===== config.mk =====
export PLATFORM = sky130hd
export DESIGN_NAME = lcg46_random_with_jump_ahead_core
export DESIGN_NICKNAME = d
export VERILOG_FILES = /design/src/rtl/lcg46_pkg.sv /design/src/rtl/lcg46_mul.sv /design/src/rtl/lcg46_dp.sv /design/src/rtl/lcg46_ctrl.sv /design/src/rtl/lcg46_random_with_jump_ahead_core.sv
export SDC_FILE = /design/constraint.sdc
export NUM_CORES = 2
export LEC_CHECK = 0
export ABC_AREA = 1
export BUFFER_PORTS_ARGS = -buffer_cell sky130_fd_sc_hd__buf_4
export CORE_AREA = 3 3 253 255
export CTS_CLUSTER_SIZE = 12
export DETAILED_ROUTE_END_ITERATION = 8
export DIE_AREA = 0 0 256 258
export GPL_ROUTABILITY_DRIVEN = 0
export PLACE_DENSITY = 0.87
export SLEW_MARGIN = 0
export SYNTH_ARGS = -nofsm -noshare
export SYNTH_HDL_FRONTEND = slang
export SYNTH_SLANG_ARGS = --single-unit
export TNS_END_PERCENT = 100

===== constraint.sdc =====
create_clock -name i_clk -period 20.6 [get_ports i_clk]
set_clock_uncertainty 0.1 [all_clocks]
set_input_delay 4.12 -clock i_clk [delete_from_list [all_inputs] [get_ports i_clk]]
set_output_delay 4.12 -clock i_clk [all_outputs]
set_load 0.01 [all_outputs]

===== src/rtl/lcg46_pkg.sv =====
// ----------------------------------------------------------------------------
// lcg46_pkg
// Shared types and constants for the modulo 2^46 multiplicative generator.
// ----------------------------------------------------------------------------
package lcg46_pkg;

    localparam int unsigned MOD_W   = 46;
    localparam int unsigned HALF_W  = MOD_W / 2;
    localparam int unsigned SEED_W  = 31;
    localparam int unsigned COUNT_W = 44;
    localparam int unsigned APB_DW  = 64;
    localparam int unsigned APB_AW  = 4;

    localparam logic [SEED_W-1:0] SEED_RESET = SEED_W'(314159265);
    localparam logic [MOD_W-1:0]  MULT_RESET = MOD_W'(1220703125);
    // The reset seed is odd, so the reset state is just seed times multiplier.
    localparam logic [MOD_W-1:0]  CUR_RESET  = MOD_W'(64'd314159265 * 64'd1220703125);

    // Register indexes of the configuration port.
    localparam logic REG_SEED = 1'b0;
    localparam logic REG_MULT = 1'b1;

    // Operand pairs for the shared modular multiplier.
    typedef enum logic [1:0] {
        OP_CUR_MULT = 2'd0,
        OP_CUR_PW   = 2'd1,
        OP_PW_PW    = 2'd2
    } t_op_sel;

    typedef struct packed {
        logic    load_jump;
        logic    mul_start;
        t_op_sel op_sel;
        logic    wr_cur;
        logic    wr_pw;
        logic    out_load;
    } t_dp_cmd;

    typedef struct packed {
        logic mul_busy;
        logic mul_done;
        logic cnt_zero;
        logic cnt_lsb;
    } t_dp_sts;

endpackage


===== src/rtl/lcg46_mul.sv =====
// ----------------------------------------------------------------------------
// lcg46_mul
// Multi-cycle multiplier modulo 2^46 built on one shared 23x23 multiplier.
// ----------------------------------------------------------------------------
module lcg46_mul
    import lcg46_pkg::*;
(
    input  logic             i_clk,
    input  logic             i_rst_n,
    input  logic             i_start,
    input  logic [MOD_W-1:0] i_a,
    input  logic [MOD_W-1:0] i_b,
    output logic             o_busy,
    output logic             o_done,
    output logic [MOD_W-1:0] o_result
);

    localparam logic [1:0] PH_LL   = 2'd0;
    localparam logic [1:0] PH_HL   = 2'd1;
    localparam logic [1:0] PH_LH   = 2'd2;
    localparam logic [1:0] PH_LAST = 2'd3;

    logic              r_busy;
    logic              r_done;
    logic [1:0]        r_ph;
    logic [MOD_W-1:0]  r_a;
    logic [MOD_W-1:0]  r_b;
    logic [MOD_W-1:0]  r_prod;
    logic [MOD_W-1:0]  r_acc;
    logic [HALF_W-1:0] m_x;
    logic [HALF_W-1:0] m_y;
    logic [MOD_W-1:0]  m_prod;

    // The high-by-high product falls entirely above bit 45 and is never formed.
    always_comb begin
        m_x    = (r_ph == PH_HL) ? r_a[MOD_W-1:HALF_W] : r_a[HALF_W-1:0];
        m_y    = (r_ph == PH_LH) ? r_b[MOD_W-1:HALF_W] : r_b[HALF_W-1:0];
        m_prod = {{HALF_W{1'b0}}, m_x} * {{HALF_W{1'b0}}, m_y};
    end

    always_ff @(posedge i_clk) begin
        if (!i_rst_n) begin
            r_busy <= 1'b0;
            r_done <= 1'b0;
            r_ph   <= PH_LL;
        end else begin
            r_done <= r_busy && (r_ph == PH_LAST);
            if (i_start) begin
                r_busy <= 1'b1;
                r_ph   <= PH_LL;
            end else if (r_busy) begin
                r_ph <= r_ph + 2'd1;
                if (r_ph == PH_LAST) begin
                    r_busy <= 1'b0;
                end
            end
        end
    end

    always_ff @(posedge i_clk) begin
        if (i_start) begin
            r_a <= i_a;
            r_b <= i_b;
        end
        if (r_busy) begin
            r_prod <= m_prod;
            if (r_ph == PH_HL) begin
                r_acc <= r_prod;
            end else if (r_ph != PH_LL) begin
                r_acc <= r_acc + {r_prod[HALF_W-1:0], {HALF_W{1'b0}}};
            end
        end
    end

    assign o_busy   = r_busy;
    assign o_done   = r_done;
    assign o_result = r_acc;

endmodule


===== src/rtl/lcg46_dp.sv =====
// ----------------------------------------------------------------------------
// lcg46_dp
// Datapath: current value, running power, jump count and output register.
// ----------------------------------------------------------------------------
module lcg46_dp
    import lcg46_pkg::*;
(
    input  logic               i_clk,
    input  logic               i_rst_n,
    input  t_dp_cmd            i_cmd,
    output t_dp_sts            o_sts,
    input  logic [SEED_W-1:0]  i_seed,
    input  logic [MOD_W-1:0]   i_mult,
    input  logic [COUNT_W-1:0] i_jump_count,
    output logic [MOD_W-1:0]   o_random_value
);

    logic [MOD_W-1:0]   r_cur;
    logic [MOD_W-1:0]   r_pw;
    logic [COUNT_W-1:0] r_cnt;
    logic [MOD_W-1:0]   r_out;
    logic [MOD_W-1:0]   op_a;
    logic [MOD_W-1:0]   op_b;
    logic [MOD_W-1:0]   mul_res;
    logic               mul_busy;
    logic               mul_done;

    always_comb begin
        case (i_cmd.op_sel)
            OP_CUR_PW: begin
                op_a = r_cur;
                op_b = r_pw;
            end
            OP_PW_PW: begin
                op_a = r_pw;
                op_b = r_pw;
            end
            default: begin
                op_a = r_cur;
                op_b = i_mult;
            end
        endcase
    end

    lcg46_mul u_mul (
        .i_clk    (i_clk),
        .i_rst_n  (i_rst_n),
        .i_start  (i_cmd.mul_start),
        .i_a      (op_a),
        .i_b      (op_b),
        .o_busy   (mul_busy),
        .o_done   (mul_done),
        .o_result (mul_res)
    );

    always_ff @(posedge i_clk) begin
        if (!i_rst_n) begin
            r_cur <= CUR_RESET;
        end else if (i_cmd.load_jump) begin
            // Forcing bit zero high is the same as adding one to an even seed.
            r_cur <= {{(MOD_W-SEED_W){1'b0}}, i_seed[SEED_W-1:1], 1'b1};
        end else if (i_cmd.wr_cur) begin
            r_cur <= mul_res;
        end
    end

    always_ff @(posedge i_clk) begin
        if (i_cmd.load_jump) begin
            r_pw  <= i_mult;
            r_cnt <= i_jump_count;
        end else if (i_cmd.wr_pw) begin
            r_pw  <= mul_res;
            r_cnt <= {1'b0, r_cnt[COUNT_W-1:1]};
        end
        if (i_cmd.out_load) begin
            r_out <= r_cur;
        end
    end

    assign o_sts.mul_busy = mul_busy;
    assign o_sts.mul_done = mul_done;
    assign o_sts.cnt_zero = (r_cnt == '0);
    assign o_sts.cnt_lsb  = r_cnt[0];
    assign o_random_value = r_out;

endmodule


===== src/rtl/lcg46_ctrl.sv =====
// ----------------------------------------------------------------------------
// lcg46_ctrl
// Controller: sequences next steps and square-and-multiply jumps.
// ----------------------------------------------------------------------------
module lcg46_ctrl
    import lcg46_pkg::*;
(
    input  logic    i_clk,
    input  logic    i_rst_n,
    input  logic    i_valid,
    input  logic    i_req_type,
    output logic    o_ready,
    output logic    o_valid,
    input  logic    i_ready,
    output t_dp_cmd o_cmd,
    input  t_dp_sts i_sts
);

    typedef enum logic [5:0] {
        S_IDLE = 6'b000001,
        S_JCHK = 6'b000010,
        S_JMUL = 6'b000100,
        S_JSQ  = 6'b001000,
        S_STEP = 6'b010000,
        S_OUT  = 6'b100000
    } t_state;

    t_state  r_state;
    t_state  n_state;
    logic    r_out_valid;
    logic    n_out_valid;
    t_dp_cmd cmd;

    always_comb begin
        n_state    = r_state;
        cmd        = '0;
        cmd.op_sel = OP_CUR_MULT;
        o_ready    = 1'b0;
        unique case (r_state)
            S_IDLE: begin
                o_ready = 1'b1;
                if (i_valid) begin
                    if (i_req_type) begin
                        cmd.load_jump = 1'b1;
                        n_state       = S_JCHK;
                    end else begin
                        cmd.mul_start = 1'b1;
                        n_state       = S_STEP;
                    end
                end
            end
            S_JCHK: begin
                cmd.mul_start = 1'b1;
                if (i_sts.cnt_zero) begin
                    n_state = S_STEP;
                end else if (i_sts.cnt_lsb) begin
                    cmd.op_sel = OP_CUR_PW;
                    n_state    = S_JMUL;
                end else begin
                    cmd.op_sel = OP_PW_PW;
                    n_state    = S_JSQ;
                end
            end
            S_JMUL: begin
                if (i_sts.mul_done) begin
                    cmd.wr_cur    = 1'b1;
                    cmd.mul_start = 1'b1;
                    cmd.op_sel    = OP_PW_PW;
                    n_state       = S_JSQ;
                end
            end
            S_JSQ: begin
                if (i_sts.mul_done) begin
                    cmd.wr_pw = 1'b1;
                    n_state   = S_JCHK;
                end
            end
            S_STEP: begin
                if (i_sts.mul_done) begin
                    cmd.wr_cur = 1'b1;
                    n_state    = S_OUT;
                end
            end
            S_OUT: begin
                // The output register may be refilled in the cycle its word leaves.
                if (!r_out_valid || i_ready) begin
                    cmd.out_load = 1'b1;
                    n_state      = S_IDLE;
                end
            end
            default: begin
                n_state = S_IDLE;
            end
        endcase
    end

    always_comb begin
        n_out_valid = r_out_valid;
        if (cmd.out_load) begin
            n_out_valid = 1'b1;
        end else if (i_ready) begin
            n_out_valid = 1'b0;
        end
    end

    always_ff @(posedge i_clk) begin
        if (!i_rst_n) begin
            r_state     <= S_IDLE;
            r_out_valid <= 1'b0;
        end else begin
            r_state     <= n_state;
            r_out_valid <= n_out_valid;
        end
    end

    assign o_cmd   = cmd;
    assign o_valid = r_out_valid;

`ifndef SYNTHESIS
    a_one_item: assert property (@(posedge i_clk) disable iff (!i_rst_n)
        (i_valid && o_ready) |=> !o_ready)
        else $error("lcg46_ctrl: ready stayed high after an accepted word");

    a_out_slot_free: assert property (@(posedge i_clk) disable iff (!i_rst_n)
        cmd.out_load |-> (!r_out_valid || i_ready))
        else $error("lcg46_ctrl: output register overwritten before it was taken");

    a_start_idle_mul: assert property (@(posedge i_clk) disable iff (!i_rst_n)
        cmd.mul_start |-> !i_sts.mul_busy)
        else $error("lcg46_ctrl: multiply started while the multiplier was busy");

    a_idle_quiet: assert property (@(posedge i_clk) disable iff (!i_rst_n)
        (r_state == S_IDLE) |-> (!i_sts.mul_busy && !i_sts.mul_done))
        else $error("lcg46_ctrl: multiplier active while the controller is idle");
`endif

endmodule


===== src/rtl/lcg46_random_with_jump_ahead_core.sv =====
// ----------------------------------------------------------------------------
// lcg46_random_with_jump_ahead_core
// Multiplicative congruential generator modulo 2^46 with jump-ahead.
// ----------------------------------------------------------------------------
// A request is accepted only when the previous word has been loaded into the output
// register. Each modular multiply runs on the one shared 23x23 multiplier. A jump
// squares once per bit of jump_count up to its highest set bit and multiplies once
// per set bit, then takes one ordinary next step.
// Synchronous active-low reset loads the default seed and multiplier and sets
// the current value to seed times multiplier; no clearing pass is needed.
module lcg46_random_with_jump_ahead_core
    import lcg46_pkg::*;
(
    input  logic               i_clk,
    input  logic               i_rst_n,
    input  logic               i_valid,
    output logic               o_ready,
    input  logic               i_req_type,
    input  logic [COUNT_W-1:0] i_jump_count,
    output logic               o_valid,
    input  logic               i_ready,
    output logic [MOD_W-1:0]   o_random_value,
    input  logic               psel,
    input  logic               penable,
    input  logic               pwrite,
    input  logic [APB_AW-1:0]  paddr,
    input  logic [APB_DW-1:0]  pwdata,
    output logic [APB_DW-1:0]  prdata,
    output logic               pready
);

    logic [SEED_W-1:0] r_seed;
    logic [MOD_W-1:0]  r_mult;
    logic              reg_idx;
    logic              wr_en;
    t_dp_cmd           cmd;
    t_dp_sts           sts;

    // Registers sit on 8-byte boundaries; the low address bits are not decoded.
    assign reg_idx = paddr[3];
    assign wr_en   = psel && penable && pwrite;
    assign pready  = 1'b1;

    always_ff @(posedge i_clk) begin
        if (!i_rst_n) begin
            r_seed <= SEED_RESET;
            r_mult <= MULT_RESET;
        end else if (wr_en) begin
            unique case (reg_idx)
                REG_SEED: r_seed <= pwdata[SEED_W-1:0];
                REG_MULT: r_mult <= pwdata[MOD_W-1:0];
                default:  r_seed <= r_seed;
            endcase
        end
    end

    always_comb begin
        unique case (reg_idx)
            REG_SEED: prdata = {{(APB_DW-SEED_W){1'b0}}, r_seed};
            REG_MULT: prdata = {{(APB_DW-MOD_W){1'b0}}, r_mult};
            default:  prdata = '0;
        endcase
    end

    lcg46_ctrl u_ctrl (
        .i_clk      (i_clk),
        .i_rst_n    (i_rst_n),
        .i_valid    (i_valid),
        .i_req_type (i_req_type),
        .o_ready    (o_ready),
        .o_valid    (o_valid),
        .i_ready    (i_ready),
        .o_cmd      (cmd),
        .i_sts      (sts)
    );

    lcg46_dp u_dp (
        .i_clk          (i_clk),
        .i_rst_n        (i_rst_n),
        .i_cmd          (cmd),
        .o_sts          (sts),
        .i_seed         (r_seed),
        .i_mult         (r_mult),
        .i_jump_count   (i_jump_count),
        .o_random_value (o_random_value)
    );

endmodule


==> results.sh <==
export IMPL_hp_start="u_dp.r_cur[32]"
export IMPL_ys_flop_type="edfxtp_1"
export IMPL_cts_made_buffers=45
export IMPL_cp_end_kind="output pin"
export IMPL_ctsLongestPathBuffers=3
export IMPL_holdPathStages=0
export IMPL_rsz0062_at_grt="no"
export IMPL_post_cts_buffers=0
export IMPL_status="finished with violations"
export IMPL_required_ns=16.38
export IMPL_max_stage_delay_ns=0.48
export IMPL_insertion_delay_ns=0.58
export IMPL_ys_ff_latch=454
export IMPL_tns_ns=0
export IMPL_ff_latch_area_um2=12300
export IMPL_routedWlPerCell_um=20.1
export IMPL_r2r_cells=25
export IMPL_hpwl_um=84700
export IMPL_drive_gt1_share_pct=7.70
export IMPL_synth_fa_ha_area_share_pct=29.5
export IMPL_r2r_start="u_dp.u_mul.r_ph[0]"
export IMPL_drtIter0Drc=3909
export IMPL_die_h_um=258
export IMPL_cap_violations=0
export IMPL_wirelength_um=114000
export IMPL_synth_seq_area_share_pct=32.1
export IMPL_ioPinCount=233
export IMPL_worst_slack_ns=10.94
export IMPL_nNetsFinal=5558
export IMPL_synth_edf_count=320
export IMPL_cts_sinks=454
export IMPL_rows=91
export IMPL_period_needed_ns=9.66
export IMPL_grt_pass1_vias=33000
export IMPL_cp_arrival_ns=5.44
export IMPL_hold_viol=0
export IMPL_setup_viol=0
export IMPL_cts_resized=0
export IMPL_num_antenna_cells=0
export IMPL_htree_levels=2
export IMPL_rr_endpoint="u_dp.u_mul.r_prod[32]"
export IMPL_cts_tree="built"
export IMPL_max_slew_worst_pin_slew_ns=1.09
export IMPL_synth_area_um2=38300
export IMPL_cp_max_fo=52
export IMPL_crit_chain="buf_4 > inv_2 > nand2_1 > nand2_1 > buf_4"
export IMPL_worstHoldEndpoint="u_dp.o_random_value[32]"
export IMPL_startpoint_type="input port"
export IMPL_grt_pass1_wl_um=177000
export IMPL_final_common_cell="nand2_1"
export IMPL_start_util_pct=61.9
export IMPL_synth_xor_area_share_pct=0.755
export IMPL_grt_overflow_total=0
export IMPL_antenna_found_initial=4
export IMPL_synthSimpleGateAreaFrac_pct=21.2
export IMPL_grt_max_degree=97
export IMPL_period_share_pct=46.9
export IMPL_clk_pin_slew_worst_paths_ns=0.06
export IMPL_cts_hold_buf=0
export IMPL_syn2layout_area_growth_pct=9.39
export IMPL_port_buffers=192
export IMPL_synthCells=4670
export IMPL_final_core_util_pct=67.8
export IMPL_synthMuxAreaShare_pct=0.235
export IMPL_critPathKind="input port to output pin"
export IMPL_multi_input_area_um2=21700
export IMPL_rrSetupSlack_ns=11.85
export IMPL_dieArea_um2=66000
export IMPL_viasPerCell=5.74
export IMPL_synth_top_family_by_area="adder cells"
export IMPL_vias=32500
export IMPL_first_pass_iters=9
export IMPL_core_area_um2=61800
export IMPL_syn_area_per_cell_um2=8.20
export IMPL_gr_usage_all_layers_pct=34.5
export IMPL_ys_types=43
export IMPL_cts_root_buf="clkbuf_16"
export IMPL_drc_errors=9
export IMPL_fillers=4450
export IMPL_violations="design-rule violations"
export IMPL_layout_common_cells="nand2_1 (1358), inv_1 (914), nor2_1 (544)"
export IMPL_timing_slew_headroom_pct=27.4
export IMPL_post_place_ws_ns=10.99
export IMPL_async_flop_share_pct=0
export IMPL_ant_nets=0
export IMPL_synth_warnings=0
export IMPL_fp_dieW_um=256
export IMPL_synth_compound_area_share_pct=4.75
export IMPL_hold_ws_ns=0.332
export IMPL_drv_slew=0
export IMPL_min_path_type="flip-flop to flip-flop"
export IMPL_fmax_ghz=0.104
export IMPL_cp_slowest_cell="buf_4"
cells in the mapped netlist (2+ instances only):
master | n | area (um^2)
inv_1 | 914 | 3430
nand3_1 | 113 | 566
o21bai_1 | 7 | 52.6
dfxtp_1 | 134 | 2680
o2111ai_1 | 3 | 26.3
nand4_1 | 22 | 138
nor2_1 | 548 | 2060
a31oi_1 | 12 | 75.1
buf_6 | 2 | 22.5
nand3b_1 | 6 | 45.0
buf_2 | 54 | 270
xor2_1 | 21 | 184
clkinv_1 | 8 | 30.0
nand2_1 | 1359 | 5100
clkbuf_1 | 104 | 390
and2_1 | 2 | 12.5
inv_2 | 10 | 37.5
buf_4 | 22 | 165
buf_1 | 5 | 18.8
o21ai_1 | 10 | 50.1
mux2_2 | 8 | 90.1
edfxtp_1 | 320 | 9610
o21ai_2 | 16 | 140
nand2b_1 | 2 | 12.5
o221ai_1 | 8 | 70.1
a21oi_1 | 106 | 531
ha_1 | 200 | 2500
conb_1 | 2 | 7.51
fa_1 | 439 | 8790
or2_2 | 11 | 68.8
nor2_4 | 2 | 22.5
o21ai_0 | 172 | 861
xnor2_1 | 12 | 105
nor3_1 | 7 | 35.0
per-layer routing:
layer | vias to the layer above | routed length [um] | track usage [%]
met5 | - | 62 | 0
li1 | 14300 | - | -
met4 | 8 | 8410 | 20.9
met1 | 15300 | 37700 | 41.4
met3 | 613 | 16800 | 12.0
met2 | 2279 | 50900 | 54.0
metrics by stage:
stage / instance area (um^2) / cells
2_1_floorplan: 38400 / 4687
3_3_place_gp: 40500 / 5589
3_5_place_dp: 40500 / 5589
4_1_cts: 41900 / 5671
5_1_grt: 41900 / 5671
6_report: 41900 / 5671
worst max path at each step:
stage               startpoint  slack, ns          to
floorplan             paddr[3]      11.57  prdata[10]
global placement      paddr[3]      11.01  prdata[14]
detailed placement    paddr[3]      10.99   prdata[1]
CTS                   paddr[3]      10.99  prdata[23]
global route          paddr[3]      10.86  prdata[23]
finish                paddr[3]      10.94  prdata[23]
area by class of cell:
class	instances	share of cell area (%)
multi-input cells	3112	51.9
flip-flops and latches	454	29.3
inverters	933	8.37
repair buffers	253	4.53
clock buffers	77	3.08
well taps	837	2.50
clock inverters	5	0.275
kinds of logic (layout without fill, tap and decap cells):
kind of cell,count (synthesis),in the layout
compound gates,335,335
simple gates,2078,2078
xor+xnor,33,33
buf+inv,1121,1268
mux,8,8
other cells,2,19
flops,454,454
fa+ha+maj,639,639
worst max-delay path, delay by kind of cell:
family / cells / cell delay [ns]
buffers and inverters: 3 / 1.04
AND/OR/NAND/NOR: 2 / 0.22
state kept, by name, indices dropped and copies added (netlist names), 44 cells and up:
register and cells:
u_dp.u_mul.r_prod 46, u_dp.r_cur 46, u_dp.r_cnt 44, u_dp.o_random_value 46, u_dp.u_mul.o_result 46, u_dp.u_mul.r_b 46
u_dp.r_pw 46, u_dp.u_mul.r_a 46, r_mult 46
Power is not shown: default switching activity piles up to over one toggle a cycle in this logic, so the estimate is an artifact.
